$ cat src/rtc_pkg.sv
`timescale 1ns / 1ps

package rtc_pkg;

  localparam int unsigned InBytes  = 6;
  localparam int unsigned OutBytes = 6;

  // Reset time and date: 12:30:00 on 1 January 2000.
  localparam logic [7:0]  TpsReset    = 8'd100;
  localparam logic [5:0]  SecReset    = 6'd0;
  localparam logic [5:0]  MinReset    = 6'd30;
  localparam logic [4:0]  HourReset   = 5'd12;
  localparam logic [4:0]  DayReset    = 5'd1;
  localparam logic [3:0]  MonthReset  = 4'd1;
  localparam logic [15:0] YearReset   = 16'd2000;

  localparam logic [6:0]  SecsPerMin  = 7'd60;
  localparam logic [6:0]  MinsPerHour = 7'd60;
  localparam logic [5:0]  HoursPerDay = 6'd24;
  localparam logic [3:0]  LastMonth   = 4'd12;

  // Multiplicative inverse of 25 modulo 2^16, and the largest product that
  // marks a multiple of 25.
  localparam logic [15:0] Inv25       = 16'd23593;
  localparam logic [15:0] Div25Limit  = 16'd2621;

  typedef struct packed {
    logic [15:0] year;
    logic [3:0]  month;
    logic [4:0]  day;
  } date_t;

endpackage

$ cat src/rtc_date_adv.sv
`timescale 1ns / 1ps

module rtc_date_adv (
  input  rtc_pkg::date_t cur,
  output rtc_pkg::date_t nxt
);
  import rtc_pkg::*;

  logic [15:0] prod;
  logic        div4;
  logic        div16;
  logic        div25;
  logic        leap;
  logic [4:0]  mlen;
  logic [5:0]  d;

  // Gregorian leap test: divisible by 4, and a century only if also by 400.
  // The product only matters modulo 2^16.
  assign prod  = cur.year * Inv25;
  assign div4  = (cur.year[1:0] == 2'd0);
  assign div16 = (cur.year[3:0] == 4'd0);
  assign div25 = (prod <= Div25Limit);
  assign leap  = div4 && (!div25 || div16);

  always_comb begin
    case (cur.month)
      4'd1, 4'd3, 4'd5, 4'd7, 4'd8, 4'd10, 4'd12: mlen = 5'd31;
      4'd2:    mlen = leap ? 5'd29 : 5'd28;
      default: mlen = 5'd30;
    endcase
  end

  always_comb begin
    d   = {1'b0, cur.day} + 6'd1;
    nxt = cur;
    if (d > {1'b0, mlen}) begin
      nxt.day = 5'd1;
      if (cur.month >= LastMonth) begin
        nxt.month = 4'd1;
        nxt.year  = cur.year + 16'd1;
      end else begin
        nxt.month = cur.month + 4'd1;
      end
    end else begin
      nxt.day = d[4:0];
    end
  end

endmodule

$ cat src/rtc_calendar_tick_core.sv
`timescale 1ns / 1ps

// Real-time clock and Gregorian calendar advanced by tick beats.
// Input stream: each beat is either a tick (tuser = 0) or a load of the
// time and date carried in tdata (tuser = 1). Every input beat produces
// exactly one output beat giving the time and date after that beat, with
// flags for a completed second and a completed minute.
// Configuration: cfg_data sets the number of ticks in one second; a value
// of zero behaves as one. It is always ready and should only be written
// while no beats are in flight.
// An accepted beat waits in the input register and passes the roll-over
// logic into the result register once that register is free or being read.
// Throughput is one beat per cycle while the output is not stalled, as the
// time and date registers take one update per beat.
// When the output is stalled the result register holds its beat, the input
// register still takes one more beat, and s_axis_tready then falls until
// the output drains.
// Reset (rst, synchronous, active high) clears both stages, sets the clock
// to 12:30:00 on 1 January 2000 and the ticks per second to 100.
module rtc_calendar_tick_core (
  input  logic                            clk,
  input  logic                            rst,
  input  logic                            cfg_valid,
  output logic                            cfg_ready,
  input  logic [7:0]                      cfg_data,      // ticks per second
  input  logic                            s_axis_tvalid,
  output logic                            s_axis_tready,
  // load_hour, load_minute, load_second, load_day, load_month, load_year
  input  logic [rtc_pkg::InBytes*8-1:0]   s_axis_tdata,
  input  logic [0:0]                      s_axis_tuser,  // mode
  output logic                            m_axis_tvalid,
  input  logic                            m_axis_tready,
  // cur_hour, cur_minute, cur_second, cur_day, cur_month, cur_year
  output logic [rtc_pkg::OutBytes*8-1:0]  m_axis_tdata,
  output logic [1:0]                      m_axis_tuser   // second_pulse, minute_pulse
);
  import rtc_pkg::*;

  // Configuration register.
  logic [7:0]  tps;

  // Input register.
  logic        in_valid;
  logic        in_load;
  logic [41:0] in_data;

  // Time and date.
  logic [7:0]  tick_count;
  logic [5:0]  seconds;
  logic [5:0]  minutes;
  logic [4:0]  hours;
  date_t       date;

  // Result register.
  logic        res_valid;
  logic [41:0] res_data;
  logic        res_sec;
  logic        res_min;

  logic        out_ready;
  logic        adv;
  date_t       date_inc;

  logic [8:0]  tick_sum;
  logic [6:0]  sec_sum;
  logic [6:0]  min_sum;
  logic [5:0]  hour_sum;
  logic        sec_done;
  logic        min_done;
  logic        hour_done;
  logic        day_done;

  logic [7:0]  tick_count_next;
  logic [5:0]  seconds_next;
  logic [5:0]  minutes_next;
  logic [4:0]  hours_next;
  date_t       date_next;
  logic        sec_pulse_next;
  logic        min_pulse_next;

  assign cfg_ready     = 1'b1;
  assign out_ready     = !res_valid || m_axis_tready;
  assign s_axis_tready = !in_valid || out_ready;
  assign adv           = in_valid && out_ready;

  rtc_date_adv u_date_adv (
    .cur (date),
    .nxt (date_inc)
  );

  // Carry chain from the sub-second count up to the date, or a load of the time and date.
  always_comb begin
    tick_sum  = {1'b0, tick_count} + 9'd1;
    sec_sum   = {1'b0, seconds} + 7'd1;
    min_sum   = {1'b0, minutes} + 7'd1;
    hour_sum  = {1'b0, hours} + 6'd1;
    sec_done  = (tick_sum >= {1'b0, tps});
    min_done  = sec_done && (sec_sum >= SecsPerMin);
    hour_done = min_done && (min_sum >= MinsPerHour);
    day_done  = hour_done && (hour_sum >= HoursPerDay);

    if (in_load) begin
      tick_count_next = 8'd0;
      hours_next      = in_data[4:0];
      minutes_next    = in_data[10:5];
      seconds_next    = in_data[16:11];
      date_next.day   = in_data[21:17];
      date_next.month = in_data[25:22];
      date_next.year  = in_data[41:26];
      sec_pulse_next  = 1'b0;
      min_pulse_next  = 1'b0;
    end else begin
      tick_count_next = sec_done ? 8'd0 : tick_sum[7:0];
      seconds_next    = seconds;
      minutes_next    = minutes;
      hours_next      = hours;
      date_next       = day_done ? date_inc : date;
      if (sec_done) begin
        seconds_next = min_done ? 6'd0 : sec_sum[5:0];
      end
      if (min_done) begin
        minutes_next = hour_done ? 6'd0 : min_sum[5:0];
      end
      if (hour_done) begin
        hours_next = day_done ? 5'd0 : hour_sum[4:0];
      end
      sec_pulse_next  = sec_done;
      min_pulse_next  = min_done;
    end
  end

  always_ff @(posedge clk) begin
    if (rst) begin
      tps <= TpsReset;
    end else if (cfg_valid && cfg_ready) begin
      tps <= cfg_data;
    end
  end

  always_ff @(posedge clk) begin
    if (rst) begin
      in_valid <= 1'b0;
    end else if (s_axis_tready) begin
      in_valid <= s_axis_tvalid;
    end
  end

  always_ff @(posedge clk) begin
    if (s_axis_tready && s_axis_tvalid) begin
      in_load <= s_axis_tuser[0];
      in_data <= s_axis_tdata[41:0];
    end
  end

  always_ff @(posedge clk) begin
    if (rst) begin
      tick_count <= 8'd0;
      seconds    <= SecReset;
      minutes    <= MinReset;
      hours      <= HourReset;
      date.day   <= DayReset;
      date.month <= MonthReset;
      date.year  <= YearReset;
    end else if (adv) begin
      tick_count <= tick_count_next;
      seconds    <= seconds_next;
      minutes    <= minutes_next;
      hours      <= hours_next;
      date       <= date_next;
    end
  end

  always_ff @(posedge clk) begin
    if (rst) begin
      res_valid <= 1'b0;
    end else if (out_ready) begin
      res_valid <= in_valid;
    end
  end

  always_ff @(posedge clk) begin
    if (adv) begin
      res_data <= {date_next.year, date_next.month, date_next.day,
                   seconds_next, minutes_next, hours_next};
      res_sec  <= sec_pulse_next;
      res_min  <= min_pulse_next;
    end
  end

  assign m_axis_tvalid = res_valid;
  assign m_axis_tdata  = {{(OutBytes*8-42){1'b0}}, res_data};
  assign m_axis_tuser  = {res_min, res_sec};

  // A minute can only complete on a tick that also completes a second.
  a_min_needs_sec : assert property (@(posedge clk) disable iff (rst)
    res_valid |-> !(res_min && !res_sec))
    else $error("minute flag without second flag");

  // A completed minute leaves the seconds at zero.
  a_min_zero_sec : assert property (@(posedge clk) disable iff (rst)
    (res_valid && res_min) |-> (res_data[16:11] == 6'd0))
    else $error("minute completed but seconds not zero");

  // While the output is stalled a waiting input beat is neither lost nor changed.
  a_in_hold : assert property (@(posedge clk) disable iff (rst)
    (in_valid && !out_ready) |=> (in_valid && $stable(in_data) && $stable(in_load)))
    else $error("input register changed under stall");

endmodule

$ cat config.mk
export PLATFORM = sky130hd
export DESIGN_NAME = rtc_calendar_tick_core
export DESIGN_NICKNAME = d
export VERILOG_FILES = /design/src/rtc_pkg.sv /design/src/rtc_date_adv.sv /design/src/rtc_calendar_tick_core.sv
export SDC_FILE = /design/constraint.sdc
export NUM_CORES = 1
export LEC_CHECK = 0
export BUFFER_PORTS_ARGS = -buffer_cell sky130_fd_sc_hd__buf_4
export CAP_MARGIN = 20
export CORE_MARGIN = 1
export CORE_UTILIZATION = 50
export CTS_CLUSTER_DIAMETER = 150
export DETAILED_ROUTE_END_ITERATION = 8
export GPL_TIMING_DRIVEN = 0
export PLACE_DENSITY = 0.75
export SYNTH_ARGS = -nofsm -noshare
export SYNTH_HDL_FRONTEND = slang
export SYNTH_SLANG_ARGS = --single-unit
$ cat constraint.sdc
create_clock -name clk -period 8.9 [get_ports clk]
set_clock_uncertainty 0.15 [all_clocks]
set_input_delay 0.445 -clock clk [delete_from_list [all_inputs] [get_ports clk]]
set_output_delay 0.445 -clock clk [all_outputs]
set_load 0.05 [all_outputs]
### Word-level counts from Yosys, hierarchy flattened

Index checks and enable logic that the tools add are counted.

| storage, ports and cells | value |
|---|---|
| flip-flop bits (word level) | 147 |
| bits in latches | 0 |
| memory bits (writable) | 0 |
| bits in read-only memories | 0 |
| input port bits | 62 |
| output and inout bits | 53 |
| logic and storage cells | 72 |
| memories | 0 |

| cells by class | value |
|---|---|
| add/sub/neg operators | 7 |
| $mul | 1 |
| divide/modulo/power cells | 0 |
| order comparisons | 7 |
| equality and inequality tests | 8 |
| shift-type cells | 0 |
| muxes and demuxes | 19 |
| bitwise operators | 0 |
| reduce and logical (&&, ||, !) cells | 15 |

Operators with widths:

| kind | count |
|---|---|
| $mux W25 | 2 |
| $mux W6 | 6 |
| $mux W20 | 1 |
| $mux W5 | 4 |
| $add A16 B1 Y16 const B | 1 |
| $le A16 B12 Y1 const B | 1 |
| $mul A16 B15 Y16 const B | 1 |
| $mux W16 | 1 |
| $mux W8 | 2 |
| $add A6 B1 Y7 const B | 2 |
| $ge A7 B6 Y1 const B | 2 |
| $add A5 B1 Y6 const B | 2 |
| $eq A4 B4 Y1 const B | 3 |
| $pmux W5 S2 | 1 |
| $add A8 B1 Y9 const B | 1 |
| $ge A9 B8 Y1 | 1 |
| $eq A4 B2 Y1 const B | 2 |
| $eq A4 B3 Y1 const B | 2 |
| $reduce_or A7 Y1 | 1 |
| $ge A6 B5 Y1 const B | 1 |
| $gt A6 B5 Y1 | 1 |
| $logic_and A1 B1 Y1 | 6 |
| $add A4 B1 Y4 const B | 1 |
| $eq A4 B1 Y1 const B | 1 |
| other kinds (7) | 11 |

### Depth between registers and ports, before layout

| logic depth | value |
|---|---|
| depth in word-level cells | 11 |
| mapped depth | 27 |
| mapped depth without buffers | 26 |

### By module

From an unflattened synthesis, not the netlist that was laid out.

| unflattened totals | value |
|---|---|
| cell total of the unflattened synthesis | 946 |
| area, all modules | 9295.2 um2 |

By module, submodules not included:

| module | instances | cells each | area each (um2) |
|---|---|---|---|
| rtc_calendar_tick_core | 1 | 664 | 6851.6 |
| rtc_date_adv | 1 | 282 | 2443.6 |

### Worst setup path after synthesis

Ideal clock, no wire load.

| timing path | value |
|---|---|
| path kind | register -> register |
| from | register date[11] (netlist bit) |
| to | register res_data[41] (data pin) |
| library setup time | 0.263 ns |
| data arrival time | 5.894 ns |
| required time | 8.487 ns |
| path slack | 2.593 ns |
| stages on the path, launching flop included | 24 |
| buffers on the path | 1 |
| period minus slack after synthesis | 6.307 ns |
| cell sequence | dfxtp_1 inv_1 ha_1 ha_1 inv_1 fa_1 fa_1 inv_1 fa_1 ha_1 ha_1 xor2_1 or4_1 o21ai_0 a41oi_1 ha_1 nand2_1 o2111ai_1 o211a_4 a2111o_1 buf_6 nor4_4 xnor2_1 o21ai_1 |

RTL lines:

| item | line | RTL |
|---|---|---|
| from (decl) | rtc_calendar_tick_core.sv:52 | `date_t date;` |
| from (signal assigned) | rtc_calendar_tick_core.sv:169 | `date <= date_next;` |
| to (signal assigned) | rtc_calendar_tick_core.sv:183 | `res_data <= {date_next.year, date_next.month, date_next.day,` |
| to (decl) | rtc_calendar_tick_core.sv:56 | `logic [41:0] res_data;` |

==> results.md <==
- DR DRC count: 0
- Hold Buf Count CTS: 0
- Cells after Synth: 928
- Status: completed
- Post-placement worst setup slack: 1.820 ns
- CTS H-Tree Depth: 4
- Die ar.: 18720 um^2
- Switching power: 637.9 uW
- PostCTS Resize Cnt: 0
- Met3 routed WL: 2.276 mm
- Total power density per cell area: 192.1 nW/um^2
- Die X: 136.8 um
- Fin nets: 1219
- Global placer's final weighted congestion: 0.9157
- Largest cells by area after synthesis: edfxtp_1 29%, dfxtp_1 13%, ha_1 12%, fa_1 4.0%, nand2_1 3.6%
- Power Total: 2077 uW
- Combinational power share: 0.247
- Top cell type by total area after synthesis: edfxtp_1
- CP Class: register to register
- CTS clk-pin slew, worst paths: 0.06 ns
- FF+latch count, synth: 147
- Iteration-0 DRC Markers: 950
- Setup TNS: 0 ns
- Met2 wire len: 11.00 mm
- Top cell type's share of synthesized area: 0.2874
- Clk root buf: clkbuf_16
- DR pass1 iterations: 6
- Rows: 48
- Avg Inst Size Synth: 9.794 um^2
- Input/output buffers: 100
- Max layer used: met4
- Final setup viols: 0
- Total Routing Usage GR: 0.2768
- Max_slew headroom: 0.4161
- Final Hold Fails: 0
- R2r setup slk: 1.69 ns
- RR Startpoint: date[11]$_SDFFE_PP0P_
- Ys async rst share: 0
- Hpwl dp: 17.65 mm
- Layout Cells excl Fill: 1292
- Ant. Diodes: 0
- Internal cell power: 1439 uW
- DP Cell Count: 1260
- Netlist Area Pre-Place: 9089 um^2
- Clk buf depth: 2
- Critical path capture point type: register
- CTS tree: done
- LEAKAGE: 0.004444 uW
- Tcrit/Tclk final: 0.8107
- Postcts setup bufs: 0
- Register area share after synthesis: 0.4196
- Worst Slack Setup Final: 1.685 ns
- Initial Util: 0.5183
- Remaining global-route overflow: 0
- Met1 wire length: 10.72 mm
- Final min period: 7.215 ns
- Switching power share of the total: 0.3072
- Total Wirelength: 24.66 mm
- Ys Warns: 0
- Largest net degree at the start of global routing: 34
- CP Launch Point: date[11]$_SDFFE_PP0P_
- Worst IR drop on VDD: 160.4 uV
- Number of max-slew violations in the final report: 0
- Boundary Pins: 115
- Antenna violations before repair: 0
- Post-synth EDFFs: 87
- Post-synth top flop: edfxtp_1
- Fmax: 138.6 MHz
- Layout cells sized above 1: 0.1546
- Maxcap violations: 0
- Insertion delay to the later sink of the worst-skew pair: 0.43 ns
- Num CTS Buffers: 17
- Hold WS: 0.03493 ns
- Power share of the sequential group: 0.380
- Crit path arrival time: 7.27 ns
- Layout Area Growth over Synthesis: 18.93%
- Clock Power Share: 0.373
- CTS Sinks: 147
- Worst EP required: 8.96 ns
- CP Max Fanout: 10
- Hold/Removal Path Class: primary input to register
- CP startpoint kind: register
- Synth cell types: 74
- First-pass GRT wire length: 38.65 mm
- Vias in the first global route: 7268
- Worst Tran Pin Value: 0.8758 ns
- Die height: 136.8 um
- RSZ-0062 raised after global routing: false
- Vias: 7658
- Core area: 17540 um^2
- Post-DR wirelength/cell: 19.09 um
- Routed Antenna Nets: 0
- DR vias/cell: 5.927
- Hold path startpoint: s_axis_tdata[7]
[per-layer routing]
layer / global-route usage / vias to the layer above
met3: 0.07481 / 55
met4: 0.09890 / 0
met1: 0.3798 / 3611
met5: 0 / -
met2: 0.4188 / 394
li1: - / 3598
[worst paths after layout]
kind                            end  depth (start not counted)
min            in_data[7]$_DFFE_PP_                          1
min reg2reg     tps[1]$_SDFFE_PP0P_                          2
max          res_data[38]$_DFFE_PP_                         23
max reg2reg  res_data[38]$_DFFE_PP_                         23
[state kept, by name, indices dropped and copies added (netlist names)]
signal / cells
in_data: 42
res_data: 42
date: 25
tick_count: 8
tps: 8
minutes: 6
seconds: 6
hours: 5
in_load: 1
in_valid: 1
m_axis_tvalid: 1
res_min: 1
res_sec: 1
[synthesized netlist by cell type (8+ instances only)]
cell      instances
edfxtp_1         87
nand2_1          86
ha_1             85
nor2_1           74
inv_1            69
dfxtp_1          60
o21ai_0          55
nand3_1          38
a21oi_1          35
clkbuf_1         32
xnor2_1          32
a31oi_1          21
fa_1             18
and3_1           16
nor3_1           15
mux2i_1          13
and2_1           10
nand4_1          10
a22oi_1           9
buf_4             9
a221oi_1          8
o211ai_1          8
o31ai_1           8
xor2_1            8
[power groups by stage]
stage,Sequential [uW],Clock [uW],Combinational [uW]
floorplan,829,0,327
global placement,804,0,491
detailed placement,803,0,504
CTS,789,777,512
global route,793,805,573
finish,790,774,513
[cells in the final DEF, fill, tap and decap left out, drive strengths merged, types with 4 or more instances in the layout]
cell type,n
or3,4
a21o,6
nand2b,7
dfxtp,60
o211ai,8
clkinv,5
o21ai,57
edfxtp,87
a31oi,21
and2,10
nand2,86
ha,85
bufinv,4
fa,18
inv,74
a22oi,9
o31ai,8
a211oi,6
nor2,75
nor4,7
nand3,38
mux2i,13
buf,122
nor2b,6
conb,7
a21oi,35
xnor2,32
clkbuf,50
a221oi,8
nor3,17
nand4,10
and3,16
xor2,8
o21a,7
o41ai,4
o221ai,4
[critical path, cell delays in order, from the launching register on]
cell,delay (ns)
dfxtp_1,0.56
inv_1,0.11
ha_1,0.35
ha_1,0.29
inv_1,0.06
fa_1,0.52
fa_1,0.54
inv_1,0.05
fa_1,0.47
ha_1,0.32
ha_1,0.37
xor2_1,0.18
or4_1,0.39
o21ai_0,0.13
a41oi_1,0.20
ha_1,0.31
nand2_1,0.09
o2111ai_1,0.19
o211a_4,0.35
a2111oi_4,0.33
buf_2,0.32
nand4_1,0.20
xnor2_1,0.18
o21ai_0,0.33
[layout make-up]
type	instances	area [um^2]
Sequential cell	147	3814
Timing Repair Buffer	102	790.8
Buffer	52	249.0
Clock buffer	18	429.2
Inverter	70	262.8
Multi-Input combinational cell	664	4785
Fill cell	1486	6728
Tap cell	225	281.5
Clock inverter	14	197.7
[cell families (layout without fill, tap and decap cells)]
kind of cell               count (synthesis)  after routing  share of synthesized area
DFF                                      147            147                     0.4196
xor gates and xnor gates                  40             40                    0.03855
adders and majority gates                103            103                     0.1567
other                                      2              7                  0.0008263
buffers and inverters                    122            256                    0.05617
and+or+nand+nor                          291            291                     0.1558
AOI/OAI and AO/OA                        208            208                     0.1556
muxes                                     15             15                    0.01679
[stage by stage]
stage | utilization | cell area (um^2)
4_1_cts | 0.6164 | 10810
6_report | 0.6164 | 10810
5_1_grt | 0.6164 | 10810
2_1_floorplan | - | 9107
3_5_place_dp | 0.5806 | 10180
3_3_place_gp | 0.5782 | 10140
Note: power is estimated with default switching activity, not from simulation.
